## config.mk

```make
export PLATFORM = sky130hd
export DESIGN_NAME = rct_ctrl
export DESIGN_NICKNAME = d
export VERILOG_FILES = /design/src/rtl/core/rct_pkg.sv /design/src/rtl/core/rct_ctrl.sv
export SDC_FILE = /design/constraint.sdc
export NUM_CORES = 1
export LEC_CHECK = 0
export ABC_CLOCK_PERIOD_IN_PS = 4500
export BUFFER_PORTS_ARGS = -buffer_cell sky130_fd_sc_hd__buf_2
export CORE_ASPECT_RATIO = 1.5
export CORE_UTILIZATION = 30
export DETAILED_ROUTE_END_ITERATION = 16
export GPL_TIMING_DRIVEN = 0
export PLACE_DENSITY = 0.58
export SLEW_MARGIN = 20
export SYNTH_ARGS = -nofsm -noshare
export SYNTH_HDL_FRONTEND = slang
export SYNTH_SLANG_ARGS = --single-unit
```

## constraint.sdc

```tcl
create_clock -name clk -period 4.5 [get_ports clk]
set_clock_uncertainty 0.1 [all_clocks]
set_input_delay 0.675 -clock clk [delete_from_list [all_inputs] [get_ports clk]]
set_output_delay 0.675 -clock clk [all_outputs]
set_load 0.02 [all_outputs]
```

## src/rtl/core/rct_pkg.sv

```systemverilog
// Ratings table package: sizes, field widths, command and status codes,
// datapath micro-operations and the datapath status struct. No dependencies.
package rct_pkg;

	localparam int MAX_RATINGS = 4096;
	localparam int MAX_USERS   = 1024;
	localparam int MAX_ITEMS   = 1024;
	localparam int MAX_KEYS    = (MAX_USERS > MAX_ITEMS) ? MAX_USERS : MAX_ITEMS;

	localparam int RC_W   = $clog2(MAX_RATINGS + 1);
	localparam int RA_W   = $clog2(MAX_RATINGS);
	localparam int NK_W   = $clog2(MAX_KEYS + 1);
	localparam int KA_W   = $clog2(MAX_KEYS);
	localparam int RT_W   = 8;
	localparam int ID_W   = 32;
	localparam int CMD_W  = 4;
	localparam int ST_W   = 3;
	localparam int SLOT_W = 11;
	localparam int POS_W  = 12;
	localparam int EIDX_W = 10;
	localparam int CNT_W  = 13;
	localparam int TOT_W  = 11;
	localparam int SUM_W  = RA_W + RT_W;
	localparam int ENT_W  = KA_W + RT_W;
	localparam int RAW_W  = 2 * KA_W + RT_W;

	typedef enum logic [CMD_W-1:0] {
		CMD_CLEAR  = 4'd0,
		CMD_LOAD   = 4'd1,
		CMD_BUILD  = 4'd2,
		CMD_ULOOK  = 4'd3,
		CMD_ILOOK  = 4'd4,
		CMD_UENTRY = 4'd5,
		CMD_IENTRY = 4'd6,
		CMD_UMEAN  = 4'd7,
		CMD_IMEAN  = 4'd8,
		CMD_GMEAN  = 4'd9
	} cmd_t;

	typedef enum logic [ST_W-1:0] {
		ST_OK        = 3'd0,
		ST_NOT_FOUND = 3'd1,
		ST_RANGE     = 3'd2,
		ST_FULL      = 3'd3,
		ST_NOT_BUILT = 3'd4,
		ST_BUILT     = 3'd5
	} status_t;

	typedef enum logic [5:0] {
		OP_NOP,
		OP_CAPTURE,
		OP_SRCH_RD,
		OP_SRCH_CMP,
		OP_SAVE_U,
		OP_FIN_PRE,
		OP_FIN_CLEAR,
		OP_FIN_LOAD,
		OP_FIN_LOOKUP,
		OP_B_CLR,
		OP_B_CNT_RD,
		OP_B_CNT_OFF,
		OP_B_CNT_WR,
		OP_B_PRE_RD,
		OP_B_PRE_WR,
		OP_B_SC_RD,
		OP_B_SC_CUR,
		OP_B_SC_WR,
		OP_B_MK_RD,
		OP_B_MK_END,
		OP_B_MS_RD,
		OP_B_MS_ACC,
		OP_B_DIV_GO,
		OP_B_MK_WR,
		OP_B_NEXT,
		OP_B_GDIV_GO,
		OP_FIN_BUILD,
		OP_E_RD0,
		OP_E_RD1,
		OP_E_RD2,
		OP_FIN_ENTRY,
		OP_M_RD,
		OP_FIN_MEAN
	} dp_op_t;

	typedef struct packed {
		logic [CMD_W-1:0] cmd;
		logic             pre_fail;
		logic             loop_end;
		logic             match;
		logic             side;
		logic             div_done;
	} dp_stat_t;

endpackage

```

## src/rtl/core/rct_ctrl.sv

```systemverilog
// Ratings table controller: sequences search, load, build and read steps.
// Depends on rct_pkg. Drives one datapath micro-op per cycle.
module rct_ctrl (
	input  logic              clk,
	input  logic              arst_n,
	input  logic              start,
	output logic              busy,
	input  rct_pkg::dp_stat_t stat,
	output rct_pkg::dp_op_t   op
);
	import rct_pkg::*;

	typedef enum logic [4:0] {
		S_IDLE, S_DISP, S_SRCH, S_SCMP, S_SDONE,
		S_BCLR, S_BCNT, S_BCNT1, S_BCNT2, S_BPRE, S_BPRE1,
		S_BSC, S_BSC1, S_BSC2, S_BMK, S_BMK1, S_BMS, S_BMS1,
		S_BDIV, S_BDWAIT, S_BMKWR, S_BNEXT, S_BGDIV, S_BGWAIT, S_BFIN,
		S_ERD0, S_ERD1, S_ERD2, S_EFIN, S_MRD, S_MFIN
	} state_t;

	state_t state_q, state_d;
	logic   busy_q;

	always_comb begin
		state_d = state_q;
		op      = OP_NOP;
		case (state_q)
			S_IDLE: begin
				if (start) begin
					op      = OP_CAPTURE;
					state_d = S_DISP;
				end
			end
			S_DISP: begin
				if (stat.pre_fail) begin
					op      = OP_FIN_PRE;
					state_d = S_IDLE;
				end else begin
					case (stat.cmd)
						CMD_CLEAR: begin
							op      = OP_FIN_CLEAR;
							state_d = S_IDLE;
						end
						CMD_LOAD, CMD_ULOOK, CMD_ILOOK: state_d = S_SRCH;
						CMD_BUILD: state_d = S_BCLR;
						CMD_UENTRY, CMD_IENTRY: state_d = S_ERD0;
						CMD_UMEAN, CMD_IMEAN, CMD_GMEAN: state_d = S_MRD;
						default: begin
							op      = OP_FIN_PRE;
							state_d = S_IDLE;
						end
					endcase
				end
			end
			S_SRCH: begin
				op      = OP_SRCH_RD;
				state_d = stat.loop_end ? S_SDONE : S_SCMP;
			end
			S_SCMP: begin
				op      = OP_SRCH_CMP;
				state_d = stat.match ? S_SDONE : S_SRCH;
			end
			S_SDONE: begin
				if (stat.cmd == CMD_LOAD && !stat.side) begin
					op      = OP_SAVE_U;
					state_d = S_SRCH;
				end else if (stat.cmd == CMD_LOAD) begin
					op      = OP_FIN_LOAD;
					state_d = S_IDLE;
				end else begin
					op      = OP_FIN_LOOKUP;
					state_d = S_IDLE;
				end
			end
			S_BCLR: begin
				op = OP_B_CLR;
				if (stat.loop_end) state_d = S_BCNT;
			end
			S_BCNT: begin
				op      = OP_B_CNT_RD;
				state_d = stat.loop_end ? S_BPRE : S_BCNT1;
			end
			S_BCNT1: begin
				op      = OP_B_CNT_OFF;
				state_d = S_BCNT2;
			end
			S_BCNT2: begin
				op      = OP_B_CNT_WR;
				state_d = S_BCNT;
			end
			S_BPRE: begin
				op      = OP_B_PRE_RD;
				state_d = stat.loop_end ? S_BSC : S_BPRE1;
			end
			S_BPRE1: begin
				op      = OP_B_PRE_WR;
				state_d = S_BPRE;
			end
			S_BSC: begin
				op      = OP_B_SC_RD;
				state_d = stat.loop_end ? S_BMK : S_BSC1;
			end
			S_BSC1: begin
				op      = OP_B_SC_CUR;
				state_d = S_BSC2;
			end
			S_BSC2: begin
				op      = OP_B_SC_WR;
				state_d = S_BSC;
			end
			S_BMK: begin
				op = OP_B_MK_RD;
				if (stat.loop_end) state_d = stat.side ? S_BGDIV : S_BNEXT;
				else state_d = S_BMK1;
			end
			S_BMK1: begin
				op      = OP_B_MK_END;
				state_d = S_BMS;
			end
			S_BMS: begin
				op      = OP_B_MS_RD;
				state_d = stat.loop_end ? S_BDIV : S_BMS1;
			end
			S_BMS1: begin
				op      = OP_B_MS_ACC;
				state_d = S_BMS;
			end
			S_BDIV: begin
				op      = OP_B_DIV_GO;
				state_d = S_BDWAIT;
			end
			S_BDWAIT: begin
				if (stat.div_done) state_d = S_BMKWR;
			end
			S_BMKWR: begin
				op      = OP_B_MK_WR;
				state_d = S_BMK;
			end
			S_BNEXT: begin
				op      = OP_B_NEXT;
				state_d = S_BCLR;
			end
			S_BGDIV: begin
				op      = OP_B_GDIV_GO;
				state_d = S_BGWAIT;
			end
			S_BGWAIT: begin
				if (stat.div_done) state_d = S_BFIN;
			end
			S_BFIN: begin
				op      = OP_FIN_BUILD;
				state_d = S_IDLE;
			end
			S_ERD0: begin
				op      = OP_E_RD0;
				state_d = S_ERD1;
			end
			S_ERD1: begin
				op      = OP_E_RD1;
				state_d = S_ERD2;
			end
			S_ERD2: begin
				op      = OP_E_RD2;
				state_d = S_EFIN;
			end
			S_EFIN: begin
				op      = OP_FIN_ENTRY;
				state_d = S_IDLE;
			end
			S_MRD: begin
				op      = OP_M_RD;
				state_d = S_MFIN;
			end
			S_MFIN: begin
				op      = OP_FIN_MEAN;
				state_d = S_IDLE;
			end
			default: state_d = S_IDLE;
		endcase
	end

	always_ff @(posedge clk or negedge arst_n) begin
		if (!arst_n) begin
			state_q <= S_IDLE;
			busy_q  <= 1'b0;
		end else begin
			state_q <= state_d;
			busy_q  <= (state_d != S_IDLE);
		end
	end

	assign busy = busy_q;

endmodule

```

# == Yosys cells after proc, flatten, opt, wreduce, memory -nomap -nowiden ==
# Cells that the tools add are included.
# classes
addsub,0
n_mul,0
n_div,0
n_lt_le_gt_ge,0
eq_ne,39
shift,0
mux,22
n_bitwise,0
n_reduce_logical,10
# op_table
operator,n
$pmux 6 s29,1
$pmux 5 s27,1
$eq 5x5->1 const B,15
$eq 5x4->1 const B,8
$mux 5,6
$eq 5x3->1 const B,4
$pmux 5 s4,1
$eq 4x3->1 const B,4
$mux 4,3
$eq 5x2->1 const B,2
$mux 3,3
$reduce_or 9->1,1
$eq 4x2->1 const B,2
$eq 4x4->1 const B,2
$mux 2,4
$pmux 3 s2,1
$reduce_or 3->1,2
$eq 5x1->1 const B,1
$logic_not 5->1,1
$reduce_bool 5->1,1
$eq 4x1->1 const B,1
$logic_not 4->1,1
$reduce_or 2->1,2
$mux 1,2
other kinds (2),2
# word_totals
ff_bits,6
latchBits,0
ramBits,0
romBits,0
in_bits,12
output_inout_bits,7
elab_cells,73
n_memories,0

# == Depth between registers and ports, before layout ==
# depth
depth_word,6
ltp_mapped,8
depth_no_buf,6

# == Worst setup path before layout ==
# OpenSTA, ideal clock, no wires.
# synth_path
kind,in2out
startpoint,input stat[7] (netlist bit)
endpoint,output op[2]
t_arrival_ns,1.948
required_ns,3.725
slack_ns,1.777
path_stages,5
path_buffers,1
path_cell_list,buf_4 or4b_2 o21ai_0 a32oi_1 o21ai_0
# synth_between
elab_chain_cells,5
# synth_rtl
element,line,text
start: declaration,rct_ctrl.sv:8,"input rct_pkg::dp_stat_t stat,"
$eq 4x1->1 (tied with other cells),"rct_ctrl.sv:39, rct_ctrl.sv:64, rct_ctrl.sv:67",
$reduce_or 9->1 (no line),-,
$pmux 3 s2,rct_ctrl.sv:39,case (stat.cmd)
$mux 3,rct_ctrl.sv:35,if (stat.pre_fail) begin
$pmux 6 s29 (*),rct_ctrl.sv:27,case (state_q)
end: declaration,rct_ctrl.sv:9,output rct_pkg::dp_op_t op
# Every way passes the cells marked *; elsewhere a longest branch is shown, timed or not.

# == Worst setup path after layout ==
# layout_path
startpoint,input stat[6] (netlist bit)
endpoint,output op[1]
# Same word-level chain as after synthesis.

==> summary.md <==
| Metric | Value |
|---|---|
| Simple-gate share of the synthesized area | `0.320` |
| Fin cells | `212` |
| Die Height | `75.4 um` |
| Worst reg2reg endpoint | `busy` |
| Register area share after synthesis | `0.140` |
| Slew Limit Fails | `0` |
| Fillers | `roughly 400` |
| DP HPWL | `~2700 um` |
| Root Driver | `clkbuf_8` |
| CTS Hold Bufs | `0` |
| CP max stage cell | `or4b_2` |
| FFs w/ async S/R, synth | `1.00` |
| PortBufs | `17` |
| Yosys Warn Count | `0` |
| H-Tree Depth | `1` |
| Req. time, crit path | `approximately 3.7 ns` |
| R2R Setup Slk | `2.29 ns` |
| Min-delay worst type | `primary input to asynchronous set/reset pin` |
| Commonest non-fill, non-tap cell in the layout | `buf_2` |
| Final setup TNS | `0 ns` |
| Clock sinks | `6` |
| Post-synthesis compound-gate area fraction | `0.373` |
| Yosys cell types | `50` |
| Worst-Margin Slew | `0.443 ns` |
| Syn_nets | `162` |
| VDD IR-drop max | `approximately 0.00035 V` |
| Clk slew on worst S/H paths | `approximately 0.030 ns` |
| Largest family of logic cells by synthesized area | `compound AO/OA/AOI/OAI gates` |
| Unrepaired setup endpoints after global routing | `no` |
| Io pins | `19` |
| Post-synthesis cell area | `between 0.001 and 0.0015 mm^2` |
| Post-CTS setup buffer count | `0` |
| Register bit total from synthesis | `6` |
| Outcome | `completed` |
| FF-to-FF Start | `state_q[3]` |
| Cell chain of the critical path | `buf_2 > or4b_2 > nor3_1 > a31oi_1 > nand3_1 > buf_2` |
| P_leak | `~0.54 nW` |
| Synth Area in XOR/XNOR | `0.0163` |
| Routed Antenna Nets | `0` |
| Max Cap Viol | `0` |
| Final Setup Violations | `0` |
| Initial antenna violation count | `0` |
| CP top delay family | `simple AND/OR/NAND/NOR gates` |
| Post-synth EDFFs | `0` |
| CTS Buffer Depth | `2` |
| Die area | `about 0.0038 mm^2` |
| Drc violations | `0` |
| Multi-input logic area | `813 um^2` |
| Clock Latency Late Sink | `0.22 ns` |
| Nets | `approximately 180` |
| Leading cell types in the layout, fill and taps excluded | `buf_2, nand2_1, nor2_1` |
| Core area | `0.00342 mm^2` |
| Std-Cell Rows | `26` |
| Via count | `1318` |
| CP startpoint kind | `primary input` |
| GRT Overall Usage | `0.189` |
| Final GP Congestion | `between 0.9 and 1` |
| WL final | `roughly 3400 um` |
| Critical path type | `primary input to primary output` |
| Synth Instances | `150` |
| Cell Pwr Density | `roughly 700 mW/mm^2` |
| CTS tree | `done` |
| Crit share post-route | `0.689` |
| Final hold violations | `0` |
| Crit path DAT | `around 2.3 ns` |
| Crit end category | `primary output` |
| Via count of the first global-routing pass | `between 1000 and 1500` |
| Inst Count DP | `between 200 and 250` |
| Ant. Diodes | `0` |
| Layout area overhead | `16.6%` |
| Synth Area in Adders | `0` |
| Fmax | `about 320 MHz` |
| Final Critical Period | `just over 3 ns` |
| Die X | `around 51 um` |
| Register Area | `approximately 150 um^2` |
| CTS resizes | `0` |
| GR Overflow Total | `0` |
| Worst path max stage delay | `between 0.7 and 0.8 ns` |
| Pre-antenna DRT Iters | `4` |
| CP Max Fanout | `7` |
| Layout cell share with drive strength beyond 1 | `0.271` |
| Via density | `around 6.2` |
| Syn Area/Cell | `7.17 um^2` |
| Relative slew margins | `0.704` |
| Multiplexer share of the synthesized area | `0.0465` |
| DR WL/cell | `around 16 um` |
| Num CTS Buffers | `3` |
| Crit path top cell by count | `buf_2` |
| First-pass GRT wire length | `5530 um` |
| Crit path buf inv count | `2` |
| Largest net degree at the start of global routing | `11` |
| R2R cell count | `6` |
| Ys flop type | `dfrtp_1` |
| Initial drt markers | `approximately 110` |
| Initial Util | `0.315` |
[Yosys cell counts (3+ instances only)]
master	n	area [um^2]
nor3_1	5	25.0
buf_2	3	15.0
a32oi_1	6	52.6
a22oi_1	3	22.5
nor2_1	13	48.8
nand3_1	3	15.0
o22ai_1	3	18.8
a21oi_1	11	55.1
o21ai_0	12	60.1
dfrtp_1	6	150
nand2b_1	9	56.3
buf_4	6	45.0
mux2i_1	5	50.1
nand2_1	17	63.8
buf_6	3	33.8
[flip-flops by register name, summed over array words and instances (netlist names)]
name / count
busy: 1
state_q: 5
[per-layer routing]
metal | vias up | global-route usage | part of all wire
met2 | 84 | 0.329 | 0.49
met1 | 607 | 0.223 | 0.39
met5 | - | 0 | 0
li1 | 609 | - | -
met4 | 0 | 0.123 | 0.060
met3 | 18 | 0.0120 | 0.066
[cell families (layout without fill, tap and decap cells)]
family / after synthesis / after routing
compound gates: 56 / 56
xor+xnor: 2 / 2
buf+inv: 17 / 37
flops: 6 / 6
mux: 5 / 5
simple gates: 64 / 64
[stage by stage]
| step | setup WS (ns) | instance area [um^2] | hold slack, ns | total power, mW | util |
|---|---|---|---|---|---|
| after floorplan | 1.78 | 1080 | 0.279 | 0.624 | - |
| final | 1.40 | 1250 | 0.170 | 0.877 | 0.367 |
| after detailed placement | 1.43 | 1210 | 0.401 | 0.785 | 0.355 |
| after global placement | 1.51 | 1210 | 0.396 | 0.782 | 0.355 |
| after CTS | 1.43 | 1250 | 0.168 | 0.868 | 0.367 |
| after global routing | 1.37 | 1250 | 0.172 | 0.946 | 0.367 |
[area by class of cell]
cell class | count | area share
multi-input combinational | 127 | 0.648
sequential | 6 | 0.120
buffer | 13 | 0.0778
timing repair buffer | 17 | 0.0678
tap | 42 | 0.0419
clock buffer | 3 | 0.0329
inverter | 4 | 0.0120
[power breakdown]
part	switching [mW]	internal [mW]	total [mW]	leakage, nW
Sequential	0.0161	0.0786	0.0946	0.0761
Combinational	0.420	0.285	0.705	0.438
Clock	0.0208	0.0572	0.0780	0.0216
[worst max path at each step]
stage	start	to	slack, ns	cells past startpoint
6_report	stat[6]	op[1]	1.40	6
5_1_grt	stat[6]	op[0]	1.37	6
4_1_cts	stat[6]	op[1]	1.43	6
3_5_place_dp	stat[6]	op[1]	1.43	6
3_3_place_gp	stat[6]	op[1]	1.51	6
2_1_floorplan	stat[7]	op[2]	1.78	5
No activity file was read; power rests on OpenSTA's default activity.
